--- src/rtl/tgc_pkg.sv ---
`default_nettype none
// ----------------------------------------------------------------------------
// tgc_pkg: shared types for the touch gesture classifier
// Transaction payloads, configuration bundle and gesture kind codes.
// ----------------------------------------------------------------------------
package tgc_pkg;

   localparam int CSR_DATA_BITS  = 16;
   localparam int CSR_INDEX_BITS = 2;

   // gesture kinds as reported on the result channel
   typedef enum logic [1:0] {
      KIND_SHORT = 2'd0,
      KIND_LONG  = 2'd1,
      KIND_RIGHT = 2'd2,
      KIND_LEFT  = 2'd3
   } kind_type;

   // one panel poll
   typedef struct packed {
      logic               touched;
      logic signed [15:0] touch_x;
      logic signed [15:0] touch_y;
      logic        [31:0] now_ms;
   } req_type;

   // one classification result
   typedef struct packed {
      logic               touched_now;
      logic               event_valid;
      logic        [1:0]  event_kind;
      logic signed [15:0] event_x;
      logic signed [15:0] event_y;
   } rsp_type;

   // configuration bundle, csr block to core
   typedef struct packed {
      logic [15:0] debounce_ms;
      logic [15:0] long_press_ms;
      logic [14:0] swipe_thresh;
   } cfg_type;

endpackage
`default_nettype wire

--- src/rtl/tgc_csr.sv ---
`default_nettype none
// ----------------------------------------------------------------------------
// tgc_csr: configuration registers
// Write-only register file for debounce, long-press and swipe thresholds.
// ----------------------------------------------------------------------------
module tgc_csr (
   input  wire logic                                 clock,
   input  wire logic                                 reset,
   input  wire logic                                 csr_we,
   input  wire logic [tgc_pkg::CSR_INDEX_BITS-1:0]   csr_index,
   input  wire logic [tgc_pkg::CSR_DATA_BITS-1:0]    csr_wdata,
   output tgc_pkg::cfg_type                          cfg_o
);

   typedef enum logic [tgc_pkg::CSR_INDEX_BITS-1:0] {
      REG_DEBOUNCE = 2'd0,
      REG_LONG     = 2'd1,
      REG_SWIPE    = 2'd2,
      REG_UNUSED   = 2'd3
   } reg_index_type;

   tgc_pkg::cfg_type cfg_ff;
   tgc_pkg::cfg_type cfg_in;

   always_comb begin
      cfg_in = cfg_ff;
      if (csr_we) begin
         unique case (reg_index_type'(csr_index))
            REG_DEBOUNCE: cfg_in.debounce_ms   = csr_wdata;
            REG_LONG:     cfg_in.long_press_ms = csr_wdata;
            REG_SWIPE:    cfg_in.swipe_thresh  = csr_wdata[14:0];
            default:      ; // writes past the map are dropped
         endcase
      end
   end

   always_ff @(posedge clock) begin
      if (reset) begin
         cfg_ff.debounce_ms   <= 16'd50;
         cfg_ff.long_press_ms <= 16'd1000;
         cfg_ff.swipe_thresh  <= 15'd20;
      end else begin
         cfg_ff <= cfg_in;
      end
   end

   assign cfg_o = cfg_ff;

endmodule
`default_nettype wire

--- src/rtl/tgc_core.sv ---
`default_nettype none
// ----------------------------------------------------------------------------
// tgc_core: debounce and gesture state
// Holds the press state and classifies one poll per step.
// ----------------------------------------------------------------------------
module tgc_core #(
   parameter int TIME_BITS  = 32,
   parameter int COORD_BITS = 16
) (
   input  wire logic         clock,
   input  wire logic         reset,
   input  wire logic         step_i,
   input  tgc_pkg::req_type  poll_i,
   input  tgc_pkg::cfg_type  cfg_i,
   output tgc_pkg::rsp_type  rsp_o
);

   localparam int DX_BITS  = COORD_BITS + 1;
   localparam int CMP_BITS = (DX_BITS > 15) ? DX_BITS : 15;

   typedef enum logic [2:0] {
      PH_IDLE   = 3'd0,
      PH_START  = 3'd1,
      PH_INPROG = 3'd2,
      PH_LINGER = 3'd3,
      PH_END    = 3'd4
   } phase_type;

   typedef enum logic [2:0] {
      PK_NONE  = 3'd0,
      PK_SHORT = 3'd1,
      PK_LONG  = 3'd2,
      PK_RIGHT = 3'd3,
      PK_LEFT  = 3'd4
   } pending_type;

   logic                         prev_raw_ff, prev_raw_in;
   logic                         stable_ff, stable_in;
   logic [TIME_BITS-1:0]         change_time_ff, change_time_in;
   phase_type                    phase_ff, phase_in, phase_mid;
   pending_type                  pending_ff, pending_in;
   logic signed [COORD_BITS-1:0] press_x_ff, press_x_in;
   logic signed [COORD_BITS-1:0] press_y_ff, press_y_in;

   logic                         raw;
   logic signed [COORD_BITS-1:0] cx, cy;
   logic [TIME_BITS-1:0]         now;
   logic [TIME_BITS-1:0]         elapsed;
   logic                         settled, held;
   logic signed [DX_BITS-1:0]    dx;
   logic [DX_BITS-1:0]           adx;
   logic                         swipe_hit;
   logic                         fire;
   tgc_pkg::kind_type            kind;
   logic signed [COORD_BITS-1:0] ex, ey;

   assign raw = poll_i.touched;
   assign cx  = poll_i.touch_x[COORD_BITS-1:0];
   assign cy  = poll_i.touch_y[COORD_BITS-1:0];
   assign now = TIME_BITS'(poll_i.now_ms);

   // a raw change restarts the timer, so elapsed is zero on that poll
   assign change_time_in = (raw != prev_raw_ff) ? now : change_time_ff;
   assign elapsed        = (raw != prev_raw_ff) ? '0 : (now - change_time_ff);
   assign settled        = elapsed > TIME_BITS'(cfg_i.debounce_ms);
   assign held           = elapsed > TIME_BITS'(cfg_i.long_press_ms);
   assign prev_raw_in    = raw;

   // horizontal move from the latched point, exact
   assign dx        = DX_BITS'(cx) - DX_BITS'(press_x_ff);
   assign adx       = dx[DX_BITS-1] ? DX_BITS'(-dx) : DX_BITS'(dx);
   assign swipe_hit = CMP_BITS'(adx) > CMP_BITS'(cfg_i.swipe_thresh);

   always_comb begin
      stable_in  = stable_ff;
      phase_mid  = phase_ff;
      pending_in = pending_ff;
      press_x_in = press_x_ff;
      press_y_in = press_y_ff;
      fire       = 1'b0;
      kind       = tgc_pkg::KIND_SHORT;
      ex         = '0;
      ey         = '0;

      // debounced edge of the stable state
      if (settled && (raw != stable_ff)) begin
         stable_in = raw;
         if (raw) begin
            pending_in = PK_NONE;
            phase_mid  = PH_START;
            press_x_in = cx;
            press_y_in = cy;
         end else begin
            phase_mid = PH_END;
         end
      end

      phase_in = phase_mid;
      unique case (phase_mid)
         PH_START: begin
            phase_in   = PH_INPROG;
            pending_in = PK_SHORT;
         end
         PH_INPROG: begin
            if (swipe_hit) begin
               pending_in = dx[DX_BITS-1] ? PK_LEFT : PK_RIGHT;
               kind       = dx[DX_BITS-1] ? tgc_pkg::KIND_LEFT : tgc_pkg::KIND_RIGHT;
               fire       = 1'b1;
               ex         = press_x_ff;
               ey         = press_y_ff;
               phase_in   = PH_LINGER;
            end else if ((pending_ff == PK_SHORT) && held) begin
               pending_in = PK_LONG;
               kind       = tgc_pkg::KIND_LONG;
               fire       = 1'b1;
               ex         = press_x_ff;
               ey         = press_y_ff;
               phase_in   = PH_LINGER;
            end
         end
         PH_END: begin
            if (pending_ff == PK_SHORT) begin
               fire = 1'b1;
               ex   = press_x_ff;
               ey   = press_y_ff;
            end
            phase_in   = PH_IDLE;
            press_x_in = '0;
            press_y_in = '0;
         end
         default: ; // idle, linger and unused codes hold
      endcase
   end

   always_ff @(posedge clock) begin
      if (reset) begin
         prev_raw_ff    <= 1'b0;
         stable_ff      <= 1'b0;
         change_time_ff <= '0;
         phase_ff       <= PH_IDLE;
         pending_ff     <= PK_NONE;
         press_x_ff     <= '0;
         press_y_ff     <= '0;
      end else if (step_i) begin
         prev_raw_ff    <= prev_raw_in;
         stable_ff      <= stable_in;
         change_time_ff <= change_time_in;
         phase_ff       <= phase_in;
         pending_ff     <= pending_in;
         press_x_ff     <= press_x_in;
         press_y_ff     <= press_y_in;
      end
   end

   always_comb begin
      rsp_o.touched_now = raw;
      rsp_o.event_valid = fire;
      rsp_o.event_kind  = kind;
      rsp_o.event_x     = 16'(ex);
      rsp_o.event_y     = 16'(ey);
   end

   // start phase is consumed within the step that latches the press
   a_no_start_stored: assert property (@(posedge clock) disable iff (reset)
      phase_ff != PH_START)
      else $error("start phase left in state register");

   // a gesture ends the press: linger after swipe/long, idle after short
   a_fire_next_phase: assert property (@(posedge clock) disable iff (reset)
      step_i && fire |=> (phase_ff == PH_LINGER) || (phase_ff == PH_IDLE))
      else $error("unexpected phase after gesture");

   // idle means no latched point
   a_idle_clear: assert property (@(posedge clock) disable iff (reset)
      (phase_ff == PH_IDLE) |-> (press_x_ff == '0) && (press_y_ff == '0))
      else $error("latched point not cleared in idle");

endmodule
`default_nettype wire

--- src/rtl/touch_gesture_classifier.sv ---
`default_nettype none
// ----------------------------------------------------------------------------
// touch_gesture_classifier: polled touch gesture detector
// Debounces the raw touch flag and classifies presses as short, long or
// horizontal swipe, one result transaction per poll.
// ----------------------------------------------------------------------------
// Every poll transaction taken on req_ yields exactly one result transaction
// on rsp_, in order. A poll is held in the input register, is classified
// by the core in the cycle it moves into the result register, and appears
// on rsp_ from the result register. One poll per cycle is sustained while
// rsp_stall stays low: the core's whole state update (debounce timer
// compare, swipe compare, long-press compare) is done in that step. With
// rsp_stall high the result register holds and the input register can still
// take one more poll before req_stall rises. Thresholds are written on the
// csr_ port (0 debounce_ms, 1 long_press_ms, 2 swipe threshold in pixels)
// while no poll is in flight. Time differences wrap modulo 2^TIME_BITS;
// coordinates use the low COORD_BITS of touch_x/touch_y, sign extended.
// ----------------------------------------------------------------------------
module touch_gesture_classifier #(
   parameter int TIME_BITS  = 32,
   parameter int COORD_BITS = 16
) (
   input  wire logic                                clock,
   input  wire logic                                reset,
   // poll channel
   input  wire logic                                req_valid,
   output logic                                     req_stall,
   input  tgc_pkg::req_type                         req_data,
   // result channel
   output logic                                     rsp_valid,
   input  wire logic                                rsp_stall,
   output tgc_pkg::rsp_type                         rsp_data,
   // configuration writes
   input  wire logic                                csr_we,
   input  wire logic [tgc_pkg::CSR_INDEX_BITS-1:0]  csr_index,
   input  wire logic [tgc_pkg::CSR_DATA_BITS-1:0]   csr_wdata
);

   tgc_pkg::cfg_type cfg;

   // input register
   tgc_pkg::req_type in_ff, in_in;
   logic             in_v_ff, in_v_in;
   // result register
   tgc_pkg::rsp_type out_ff, out_in;
   logic             out_v_ff, out_v_in;

   logic advance;   // poll moves from input register into result register
   logic load_in;   // new poll transaction taken

   tgc_csr u_csr (
      .clock     (clock),
      .reset     (reset),
      .csr_we    (csr_we),
      .csr_index (csr_index),
      .csr_wdata (csr_wdata),
      .cfg_o     (cfg)
   );

   tgc_core #(
      .TIME_BITS  (TIME_BITS),
      .COORD_BITS (COORD_BITS)
   ) u_core (
      .clock  (clock),
      .reset  (reset),
      .step_i (advance),
      .poll_i (in_ff),
      .cfg_i  (cfg),
      .rsp_o  (out_in)
   );

   // result register frees up when empty or being taken this cycle
   assign advance   = in_v_ff && (!out_v_ff || !rsp_stall);
   assign req_stall = in_v_ff && !advance;
   assign load_in   = req_valid && !req_stall;

   assign in_in    = load_in ? req_data : in_ff;
   assign in_v_in  = load_in || (in_v_ff && !advance);
   assign out_v_in = advance || (out_v_ff && rsp_stall);

   always_ff @(posedge clock) begin
      if (reset) begin
         in_v_ff  <= 1'b0;
         out_v_ff <= 1'b0;
      end else begin
         in_v_ff  <= in_v_in;
         out_v_ff <= out_v_in;
      end
   end

   // payload registers, no reset
   always_ff @(posedge clock) begin
      in_ff <= in_in;
      if (advance) begin
         out_ff <= out_in;
      end
   end

   assign rsp_valid = out_v_ff;
   assign rsp_data  = out_ff;

   // a held poll keeps its slot and contents until it advances
   a_hold_in: assert property (@(posedge clock) disable iff (reset)
      in_v_ff && !advance |=> in_v_ff && $stable(in_ff))
      else $error("input register lost a waiting poll");

   // back-pressure only when both registers are occupied and the result is stalled
   a_stall_cause: assert property (@(posedge clock) disable iff (reset)
      req_stall |-> in_v_ff && out_v_ff && rsp_stall)
      else $error("req_stall without a full pipeline");

   // an advanced poll always lands in the result register
   a_advance_src: assert property (@(posedge clock) disable iff (reset)
      advance |=> out_v_ff)
      else $error("advanced poll did not reach result register");

endmodule
`default_nettype wire

--- config.mk ---
export PLATFORM = sky130hd
export DESIGN_NAME = touch_gesture_classifier
export DESIGN_NICKNAME = d
export VERILOG_FILES = /design/src/rtl/tgc_pkg.sv /design/src/rtl/tgc_csr.sv /design/src/rtl/tgc_core.sv /design/src/rtl/touch_gesture_classifier.sv
export SDC_FILE = /design/constraint.sdc
export NUM_CORES = 1
export LEC_CHECK = 0
export BUFFER_PORTS_ARGS = -buffer_cell sky130_fd_sc_hd__buf_2
export CORE_MARGIN = 1
export CORE_UTILIZATION = 35
export CTS_CLUSTER_DIAMETER = 100
export DETAILED_ROUTE_END_ITERATION = 8
export SETUP_SLACK_MARGIN = 0.2
export SLEW_MARGIN = 20
export SYNTH_ARGS = -nofsm -noshare
export SYNTH_HDL_FRONTEND = slang
export SYNTH_SLANG_ARGS = --single-unit
--- constraint.sdc ---
create_clock -name clock -period 5.28 [get_ports clock]
set_input_delay 0.264 -clock clock [delete_from_list [all_inputs] [get_ports clock]]
set_output_delay 0.264 -clock clock [all_outputs]
set_load 0.01 [all_outputs]
==> run_results.csv, run 1 <==
group,metric,value,unit
critical_path,slowest_delay,490,ps
critical_path,crit_type,"reg -> reg",
layout,final_common_cell,"nand2_1",
placed_design,dp_hpwl,22.2,mm
layout,mostFrequentLayoutCells,"nand2_1 (207), a21oi_1 (132), buf_2 (125)",
hold_path,min-delay-start,"csr_index[1]",
logic_synthesis,ys_ff_latch,222,
floorplanning,die_h,189,um
logic_synthesis,ys_seq_area_share,44.8,%
route,first_pass_iters,5,
placed_design,gp_congestion,0.915,
clock_tree,clk_latency,560,ps
clock_tree,clk_pin_slew,60,ps
layout,drive_gt1_share,18.4,%
clock_tree,clkSinkCount,222,
critical_path,cp.required,5600,ps
critical_path,start_kind,"register",
logic_synthesis,avgSynthCellArea,9.31,sq um
logic_synthesis,synth_cell_types,84,
critical_path,regToRegSetupSlack,220,ps
clock_tree,ctsHtreeMaxLevel,1,
placed_design,pre_cts_slack,-79.3,ps
floorplanning,start_util,36.0,%
logic_synthesis,synth.area.top_cells,"edfxtp_1 (25%), dfxtp_1 (20%), ha_1 (9.8%)",
run,cap_violations,0,
route,detail_route.iter0.violations,597,
sta,timing.hold.ws,259,ps
sta,hold_viol,0,
route,ant_nets,0,
layout,final_area,15600,sq um
critical_path,rr_startpoint,"in_ff[49]$_DFFE_PP_",
sta,slew_headroom,31.4,%
placed_design,placed_cell_area,13400,sq um
route,wire_per_inst,16.0,um
logic_synthesis,synth_nets,1495,
logic_synthesis,synth_area_leader_cell,"edfxtp_1",
sta,period_share,95.9,%
run_status,outcome,"finished, final reports clean",
critical_path,path_cells,"ha_1 > nor2b_4 > o31a_1 > o21a_1 > or3_4 > and2_4 > or4_4 > or3_4 > o21ai_2 > xnor2_1 > ha_1 > nand3_1 > nor4_1 > a21oi_1 > o21ai_2 > o21ai_1 > a311oi_2 > buf_4 > o311ai_4 > a32oi_4 > buf_6 > clkbuf_16 > nor2b_1",
floorplanning,die_area,35600,sq um
logic_synthesis,syn-cell-area,12200,sq um
floorplanning,io_pins,126,
grt,grt_first_pass_wirelength,50.3,mm
route,routed_via_density,5.05,
power,power_per_cell_area,325,nW/um^2
hold_path,holdPathStages,5,
hold_path,whs_endpoint,"u_csr.cfg_o[37]$_SDFFE_PP0P_",
layout,fillers,3212,
critical_path,cp.buffers_inverters,3,
critical_path,critPathTopFamily,"simple AND/OR/NAND/NOR gates",
layout,multi_input_area,6350,sq um
sta,worst_pin_slew,1030,ps
route,drt-total-wl,32.1,mm
clock_tree,cts_tree,"yes",
sta,setup_viol,0,
critical_path,reg2regPathDepth,23,
layout,fin_nets,1727,
sta,skew,25.4,ps
grt,grt_pass1_vias,9793,
grt,antenna_found_initial,0,
route,drcViolationCount,0,
critical_path,worst-path-max-fanout,8,
critical_path,critPathArrivalTime,5380,ps
clock_tree,cts_root_buffer,"clkbuf_16",
critical_path,worst_setup_path_end_kind,"register",
sta,finalCriticalPeriod,5060,ps
power,ir_drop,0.248,mV
grt,grt.overflow.total,0,
logic_synthesis,syn_inst,1310,
sta,layout_setup_ws,217,ps
critical_path,critical-path-slowest-cell,"or4_4",
hold_path,hold_path_class,"in -> reg",
floorplanning,coreArea,33900,sq um
grt,grtUsageTotal,17.5,%
placed_design,io_buffers,125,
critical_path,timing.rr.end,"rsp_data[14]$_DFFE_PP_",
floorplanning,row_count,67,
route,num_vias,10100,
power,leakage,6.03,nW
layout,diodes,0,
floorplanning,die_width,189,um
layout,syn2layout_area_growth,28.3,%
logic_synthesis,synth-async-reset-ratio,0,%
logic_synthesis,netlist.area_leader.share,24.9,%
sta,tns,0,ps
sta,drv_slew,0,
grt,grt_start_max_net_pins,80,
sta,max_freq,198,MHz
sta,rsz0062_at_grt,"yes",
logic_synthesis,synth-edff-count,101,
layout,regArea,5460,sq um
clock_tree,clockBufferDepth,3,
clock_tree,cts_made_buffers,26,
logic_synthesis,ys_warn_count,0,
logic_synthesis,synth_ff_type,"dfxtp_1",
cell usage after synthesis (15+ instances only):
cell	count
nand2_1	208
clkbuf_1	32
dfxtp_1	121
inv_1	106
nor3_1	15
xnor2_1	33
a22o_1	33
ha_1	95
o21ai_0	40
nor2b_1	30
nor2_1	71
a21oi_1	137
xor2_1	16
nand4_1	23
o21a_1	17
edfxtp_1	101
a21o_1	21
o211ai_1	20
sequential cells by signal, indices dropped and copies added (netlist names):
name / count
u_core.prev_raw_ff: 1
u_core.pending_ff: 3
u_core.press_x_ff: 16
rsp_valid: 1
u_core.change_time_ff: 32
u_csr.cfg_o: 47
in_v_ff: 1
in_ff: 65
u_core.press_y_ff: 16
u_core.phase_ff: 3
rsp_data: 36
u_core.stable_ff: 1
what timing repair did:
action | 4_1_cts | 5_1_grt
resized for setup | 27 | 34
pin swaps | 2 | 23
setup endpoints to repair | 69 | 71
cloned | 3 | 1
endpoints found under the hold margin | 111 | 0
hold buffers | 83 | 0
buffers inserted | 11 | 5
worst max path at each step:
stage | start | end | slack [ps] | cells past startpoint
floorplan | in_ff[49]$_DFFE_PP_ | rsp_data[16]$_DFFE_PP_ | 200 | 20
global placement | in_ff[49]$_DFFE_PP_ | rsp_data[16]$_DFFE_PP_ | 20 | 20
detailed placement | in_ff[49]$_DFFE_PP_ | rsp_data[16]$_DFFE_PP_ | -80 | 20
CTS | in_ff[49]$_DFFE_PP_ | rsp_data[10]$_DFFE_PP_ | 180 | 22
global route | in_ff[0]$_DFFE_PP_ | rsp_data[10]$_DFFE_PP_ | -7 | 24
finish | in_ff[49]$_DFFE_PP_ | rsp_data[14]$_DFFE_PP_ | 220 | 23
where the power goes:
| group | internal, mW | total [mW] | switching [mW] |
|---|---|---|---|
| registers | 1.89 | 1.93 | 0.0445 |
| clock network | 1.21 | 1.94 | 0.732 |
| logic | 0.544 | 1.21 | 0.668 |
| total | 3.64 | 5.08 | 1.44 |
worst reg2reg max path: stages, from the launching register on:
cell and delay (ps):
edfxtp_1 400, ha_1 290, nor2b_4 130, o31a_1 240, o21a_1 190, or3_4 330, and2_4 170, or4_4 490
or3_4 350, o21ai_2 140, xnor2_1 90, ha_1 330, nand3_1 100, nor4_1 270, a21oi_1 90, o21ai_2 80
o21ai_1 90, a311oi_2 180, buf_4 170, o311ai_4 100, a32oi_4 230, buf_6 170, clkbuf_16 170, nor2b_1 50
cell families (layout without fill, tap and decap cells):
group / count (synthesis) / in the layout / synth area share (%)
multiplexers: 3 / 3 / 0.257
adder cells (fa/ha/maj): 97 / 97 / 10.1
flip-flops: 222 / 222 / 44.8
AO/OA/AOI/OAI: 358 / 359 / 19.8
buffers and inverters: 160 / 411 / 5.36
XOR/XNOR: 49 / 49 / 3.52
AND/OR/NAND/NOR: 421 / 421 / 16.3
metal layers:
metal / share of wire (%) / global-route usage (%)
met1: 44 / 22.0
met2: 49 / 30.5
met3: 4.4 / 2.83
met4: 2.5 / 5.24
met5: 0 / 0
metrics by stage:
| stage | util (%) | std cells | power [mW] |
|---|---|---|---|
| CTS | 45.5 | 2004 | 5.07 |
| global route | 46.2 | 2010 | 5.34 |
| floorplan | - | 1310 | 2.70 |
| global placement | 39.6 | 1859 | 2.98 |
| finish | 46.2 | 2010 | 5.08 |
| detailed placement | 39.6 | 1859 | 2.99 |
layout make-up:
cell class                      count  share of cell area (%)
Inverter                          107                    2.57
Multi-Input combinational cell    929                    40.6
Clock buffer                       29                    4.29
Tap cell                          448                    3.58
Timing Repair Buffer              256                    12.4
Sequential cell                   222                    34.9
Clock inverter                     19                    1.65
Power figures use the tool's default switching activity.
==> inputs of run 2 (changes only) <==
==> constraint.sdc (replaced) <==
create_clock -name clock -period 5.28 [get_ports clock]
set_input_delay 0.528 -clock clock [delete_from_list [all_inputs] [get_ports clock]]
set_output_delay 0.528 -clock clock [all_outputs]
set_load 0.01 [all_outputs]
==> run 2 against run 1 <==
Effect of this change: via count fell by 2.0%; global-route usage fell by 0.31 points; clock power fell by 4%; sequential power barely moved; critical path type unchanged; worst setup slack got worse by 140 ps; power fell by 2.4%; clock skew fell by 12 ps; non-clock buffer count fell by 82; cell count fell by 4.0%; count of clock-buffer cells in the layout rose by 9; highest routed layer unchanged.
==> run_results.csv, run 2 (same netlist as run 1, synthesis figures left out) <==
group,metric,value,unit
power,leakage,5.66,nW
route,wire_per_inst,16.0,um
route,ant_nets,0,
sta,drv_slew,0,
sta,slew_headroom,28.6,%
hold_path,hold_path_class,"in -> reg",
layout,fillers,3358,
floorplanning,row_count,67,
layout,largest_register_ffs,65,
sta,tns,0,ps
route,drcViolationCount,0,
layout,syn2layout_area_growth,21.3,%
placed_design,placed_cell_area,13400,sq um
layout,diodes,0,
layout,instances_no_fill,1930,
sta,period_share,98.6,%
layout,final_common_cell,"nand2_1",
placed_design,dp.cells,1859,
route,first_pass_iters,4,
run,cap_violations,0,
hold_path,min-delay-start,"req_data[0]",
clock_tree,cts.hold.buffers_added,0,
run_status,outcome,"finished, final reports clean",
clock_tree,clockBufferDepth,3,
placed_design,dp_hpwl,21.9,mm
sta,setup_viol,0,
sta,finalCriticalPeriod,5200,ps
floorplanning,coreArea,33900,sq um
critical_path,critPathLaunch,"in_ff[49]$_DFFE_PP_",
layout,regMostFlops,"in_ff",
clock_tree,ctsHtreeMaxLevel,1,
sta,hold_viol,0,
layout,final_area,14800,sq um
critical_path,rr_startpoint,"in_ff[49]$_DFFE_PP_",
power,finalPower,4.96,mW
critical_path,cp.required,5580,ps
hold_path,holdPathStages,1,
clock_tree,cts_root_buffer,"clkbuf_16",
layout,fin_util,43.7,%
critical_path,critPathArrivalTime,5510,ps
clock_tree,clk_latency,550,ps
route,num_vias,9937,
sta,rsz0062_at_grt,"yes",
placed_design,pre_cts_slack,-134,ps
sta,worst_pin_slew,1070,ps
clock_tree,clk_pin_slew,60,ps
critical_path,worst-path-max-fanout,8,
floorplanning,die_width,189,um
grt,antenna_found_initial,0,
floorplanning,die_h,189,um
clock_tree,cts_tree,"yes",
critical_path,worst_setup_path_end_kind,"register",
floorplanning,io_pins,126,
floorplanning,die_area,35600,sq um
grt,grt.overflow.total,0,
critical_path,reg2regPathDepth,22,
floorplanning,start_util,36.0,%
sta,timing.hold.ws,149,ps
placed_design,gp_congestion,0.913,
layout,fin_nets,1646,
grt,grt_start_max_net_pins,80,
layout,mostFrequentLayoutCells,"nand2_1 (206), a21oi_1 (134), buf_2 (125)",
critical_path,crit_type,"reg -> reg",
route,drt-total-wl,31.0,mm
route,detail_route.iter0.violations,600,
power,ir_drop,0.230,mV
critical_path,start_kind,"register",
placed_design,io_buffers,125,
sta,skew,13.8,ps
layout,drive_gt1_share,19.3,%
grt,grt_first_pass_wirelength,49.5,mm
clock_tree,cts_made_buffers,27,
clock_tree,clkSinkCount,222,
grt,grtUsageTotal,17.2,%
grt,grt_pass1_vias,9429,
sta,max_freq,192,MHz
sta,layout_setup_ws,75.1,ps
route,routed_via_density,5.15,
power,power_per_cell_area,336,nW/um^2
run 2: cell types whose count changed in the layout (fill, tap and decap cells not counted), sizes merged:
cell         previous run  this run
clkinvlp                0         2
clkinv                 12         5
inv                   108       109
clkbuf                 30        39
buf                   172       173
dlygate4sd3            83         0
bufinv                  6         3
run 2: cell type report:
| cell class | count | area, sq um | share of cell area [%] |
|---|---|---|---|
| well taps | 448 | 561 | 3.79 |
| multi-input cells | 929 | 6340 | 42.9 |
| clock inverters | 12 | 143 | 0.965 |
| repair buffers | 174 | 1130 | 7.63 |
| flip-flops and latches | 222 | 5460 | 36.9 |
| inverters | 107 | 402 | 2.72 |
| clock buffers | 38 | 757 | 5.12 |
run 2: worst max-delay path: stages (launching register included):
cell and delay, ps:
edfxtp_1 400, ha_1 310, nor2b_4 130, o31a_1 250
o21a_1 180, or3_4 330, and2_4 170, or4_4 480
or3_4 410, o21ai_2 140, xnor2_1 140, ha_1 290
a211oi_2 230, nand2_1 80, o21ai_2 180, o21ai_2 80
a311oi_2 210, buf_4 180, o311ai_4 100, a32oi_4 250
buf_12 190, clkbuf_16 150, nor2_1 40
run 2: power breakdown:
part           switching [mW]  internal, mW  leakage, nW
Clock                   0.722          1.14        0.436
Combinational           0.660         0.508         3.25
Sequential             0.0445          1.89         1.98
run 2: repair_timing:
item                                    CTS  global route
gates cloned                              4             1
endpoints found under the setup margin   69            71
endpoints found under the hold margin     0             0
buffers inserted                         10             6
gates resized for setup                  22            32
pin swaps                                15             8
run 2: worst paths after layout:
kind                                                           end  slack [ps]
worst min register to register  u_core.press_y_ff[13]$_SDFFE_PP0P_         450
worst min-delay path                            in_ff[0]$_DFFE_PP_         150
worst max-delay path                        rsp_data[26]$_DFFE_PP_          80
worst max register to register              rsp_data[26]$_DFFE_PP_          80
run 2: metal layers:
layer	vias to the layer above	global-route usage [%]	part of all wire, %
met4	0	4.62	2.5
met2	207	29.9	48
met3	52	2.57	3.9
met1	4700	22.0	45
met5	-	0	0
li1	4978	-	-
==> inputs of run 3 (changes only) <==
--- a/config.mk
+++ b/config.mk
@@ -6,12 +6,15 @@
 export NUM_CORES = 1
 export LEC_CHECK = 0
 export BUFFER_PORTS_ARGS = -buffer_cell sky130_fd_sc_hd__buf_2
+export CELL_PAD_IN_SITES_DETAIL_PLACEMENT = 0
+export CELL_PAD_IN_SITES_GLOBAL_PLACEMENT = 1
 export CORE_MARGIN = 1
 export CORE_UTILIZATION = 35
 export CTS_CLUSTER_DIAMETER = 100
 export DETAILED_ROUTE_END_ITERATION = 8
+export PLACE_DENSITY_LB_ADDON = 0.1
 export SETUP_SLACK_MARGIN = 0.2
-export SLEW_MARGIN = 20
 export SYNTH_ARGS = -nofsm -noshare
 export SYNTH_HDL_FRONTEND = slang
+export SYNTH_HIERARCHICAL = 1
 export SYNTH_SLANG_ARGS = --single-unit
==> run 3 against run 2 <==
Effect of this change: design area increased by 2.3%; first-iteration DRC count decreased by 44%; die area increased by 3.2%; sequential share of layout area decreased by 0.84 points; global-route usage decreased by 0.44 points; sequential cell count unchanged; routed wire length decreased by 0.86%; count of clock-buffer cells in the layout increased by 1; maximum frequency increased by 2.4%; synthesized cell count increased by 0.46%.
==> run_results.csv, run 3 <==
group,metric,value,unit
critical_path,cp_common_cell,"a21o_1",
sta,period_share,96.3,%
route,wire_per_inst,15.8,um
logic_synthesis,synth_ff_type,"dfxtp_1",
grt,antenna_found_initial,0,
layout,regArea,5460,sq um
layout,mostFrequentLayoutCells,"nand2_1 (125), buf_2 (124), dfxtp_1 (121)",
layout,diodes,0,
logic_synthesis,syn_inst,1316,
clock_tree,clk_pin_slew,60,ps
logic_synthesis,synth_most_common_cell,"nand2_1",
clock_tree,ctsHtreeMaxLevel,1,
floorplanning,die_h,192,um
floorplanning,start_util,35.5,%
critical_path,cp.required,5600,ps
route,drt-total-wl,30.7,mm
logic_synthesis,ys_seq_area_share,43.3,%
logic_synthesis,synth_cell_types,82,
floorplanning,coreArea,35500,sq um
placed_design,dp_hpwl,22.4,mm
grt,grtUsageTotal,16.7,%
clock_tree,cts_made_buffers,27,
sta,worst_pin_slew,1160,ps
layout,regMostFlops,"in_ff",
sta,hold_viol,0,
logic_synthesis,avgSynthCellArea,9.57,sq um
clock_tree,clockBufferDepth,3,
critical_path,slowest_delay,390,ps
critical_path,crit_type,"reg -> reg",
placed_design,io_buffers,125,
logic_synthesis,synth.area.top_cells,"edfxtp_1 (24%), dfxtp_1 (19%), ha_1 (9.4%)",
critical_path,worst_setup_path_end_kind,"register",
power,power_per_cell_area,321,nW/um^2
logic_synthesis,netlist_top_cells_count,"nand2_1 (125), dfxtp_1 (121), inv_1 (109)",
logic_synthesis,synth-edff-count,101,
grt,grt_start_max_net_pins,89,
placed_design,gp_congestion,0.845,
layout,syn2layout_area_growth,20.2,%
critical_path,worst-path-max-fanout,8,
layout,drive_gt1_share,19.9,%
layout,multi_input_area,6760,sq um
sta,layout_setup_ws,197,ps
floorplanning,die_width,192,um
route,ant_nets,0,
layout,fin_nets,1649,
sta,skew,12.9,ps
layout,fillers,3521,
clock_tree,clkSinkCount,222,
sta,slew_headroom,22.5,%
placed_design,pre_cts_slack,-185,ps
route,first_pass_iters,5,
layout,final_common_cell,"nand2_1",
run_status,outcome,"finished, final reports clean",
power,ir_drop,0.241,mV
sta,rsz0062_at_grt,"yes",
sta,drv_slew,0,
floorplanning,die_area,36700,sq um
floorplanning,io_pins,126,
clock_tree,cts_tree,"yes",
logic_synthesis,synth_area_leader_cell,"edfxtp_1",
run,cap_violations,0,
grt,grt.overflow.total,0,
grt,grt_first_pass_wirelength,49.1,mm
sta,max_freq,197,MHz
route,drcViolationCount,0,
critical_path,start_kind,"register",
sta,finalCriticalPeriod,5080,ps
route,detail_route.iter0.violations,339,
critical_path,critical-path-slowest-cell,"edfxtp_1",
hold_path,hold_path_class,"in -> reg",
grt,grt_pass1_vias,9530,
route,num_vias,9620,
logic_synthesis,synth-async-reset-ratio,0,%
route,routed_via_density,4.95,
power,leakage,6.05,nW
clock_tree,cts.hold.buffers_added,0,
layout,fin_util,42.6,%
logic_synthesis,netlist.area_leader.share,24.1,%
sta,setup_viol,0,
critical_path,critPathArrivalTime,5400,ps
logic_synthesis,syn-cell-area,12600,sq um
logic_synthesis,synth_nets,1501,
logic_synthesis,ys_ff_latch,222,
clock_tree,cts_root_buffer,"clkbuf_16",
layout,largest_register_ffs,65,
logic_synthesis,ys_warn_count,6,
floorplanning,row_count,69,
clock_tree,clk_latency,560,ps
[run 3: cell count changes in the layout (fill, tap and decap cells not counted), sizes merged, moves of 10 or more]
cell	before	now
nand2	208	125
nand2b	10	62
mux2i	2	52
a21oi	140	99
and2	9	38
nor2	72	89
nor2b	30	13
o211ai	20	3
o21ai	45	59
nand3	11	21
nand4	23	13
xor2	16	26
[run 3: per-layer routing]
metal | wire length (um) | GRT usage [%] | share of wire [%] | vias up
li1 | - | - | - | 4962
met1 | 13900 | 21.0 | 45 | 4453
met2 | 15000 | 30.0 | 49 | 172
met3 | 1180 | 2.72 | 3.9 | 33
met4 | 576 | 3.51 | 1.9 | 0
met5 | 0 | 0 | 0 | -
[run 3: area by class of cell]
class / count / share of cell area, %
clock buffers: 39 / 4.96
flip-flops and latches: 222 / 36.1
repair buffers: 169 / 7.02
well taps: 461 / 3.81
inverters: 109 / 2.70
clock inverters: 9 / 0.786
multi-input cells: 935 / 44.7
[run 3: final timing paths]
kind,startpoint,end,slack (ps),cells past startpoint
worst min register to register,u_core/change_time_ff[6]$_SDFFE_PP0P_,u_core/change_time_ff[6]$_SDFFE_PP0P_,450,2
worst max-delay path,in_ff[0]$_DFFE_PP_,rsp_data[17]$_DFFE_PP_,200,27
worst min-delay path,req_data[30],in_ff[30]$_DFFE_PP_,140,1
worst max register to register,in_ff[0]$_DFFE_PP_,rsp_data[17]$_DFFE_PP_,200,27
[run 3: cell families (layout without fill, tap and decap cells)]
| group | after synthesis | in the layout | synth area share, % |
|---|---|---|---|
| simple gates | 429 | 429 | 17.3 |
| xor+xnor | 51 | 51 | 3.55 |
| flops | 222 | 222 | 43.3 |
| buf+inv | 160 | 326 | 5.35 |
| compound gates | 305 | 306 | 16.6 |
| fa+ha+maj | 97 | 97 | 9.76 |
| mux | 52 | 52 | 4.13 |
[run 3: per-stage QoR]
stage	TNS (ps)	cell area [sq um]	power [mW]	instances	hold WS, ps
after floorplan	0	12600	2.65	1316	436
after global placement	-348	13800	2.94	1880	438
after detailed placement	-5290	13800	2.96	1880	446
after CTS	0	14900	4.89	1940	104
after global routing	-3630	15100	5.12	1944	113
final	0	15100	4.85	1944	139
[run 3: report_power, final]
| part | internal, mW | switching (mW) |
|---|---|---|
| logic | 0.489 | 0.624 |
| registers | 1.88 | 0.0424 |
| clock network | 1.09 | 0.732 |
| total | 3.45 | 1.40 |
[run 3: critical path: cells and delay by family (launching register included)]
family,cells,cell delay [ps]
compound gates,15,2570
fa+ha+maj,3,700
buf+inv,5,570
simple gates,3,420
flops,1,390
xor+xnor,1,190
[run 3: repair_timing]
action,in CTS,in global routing
buffers inserted,10,4
resized for setup,30,50
pin swaps,20,30
endpoints found under the setup margin,35,71
hold endpoints to repair,0,0
cloned,2,0
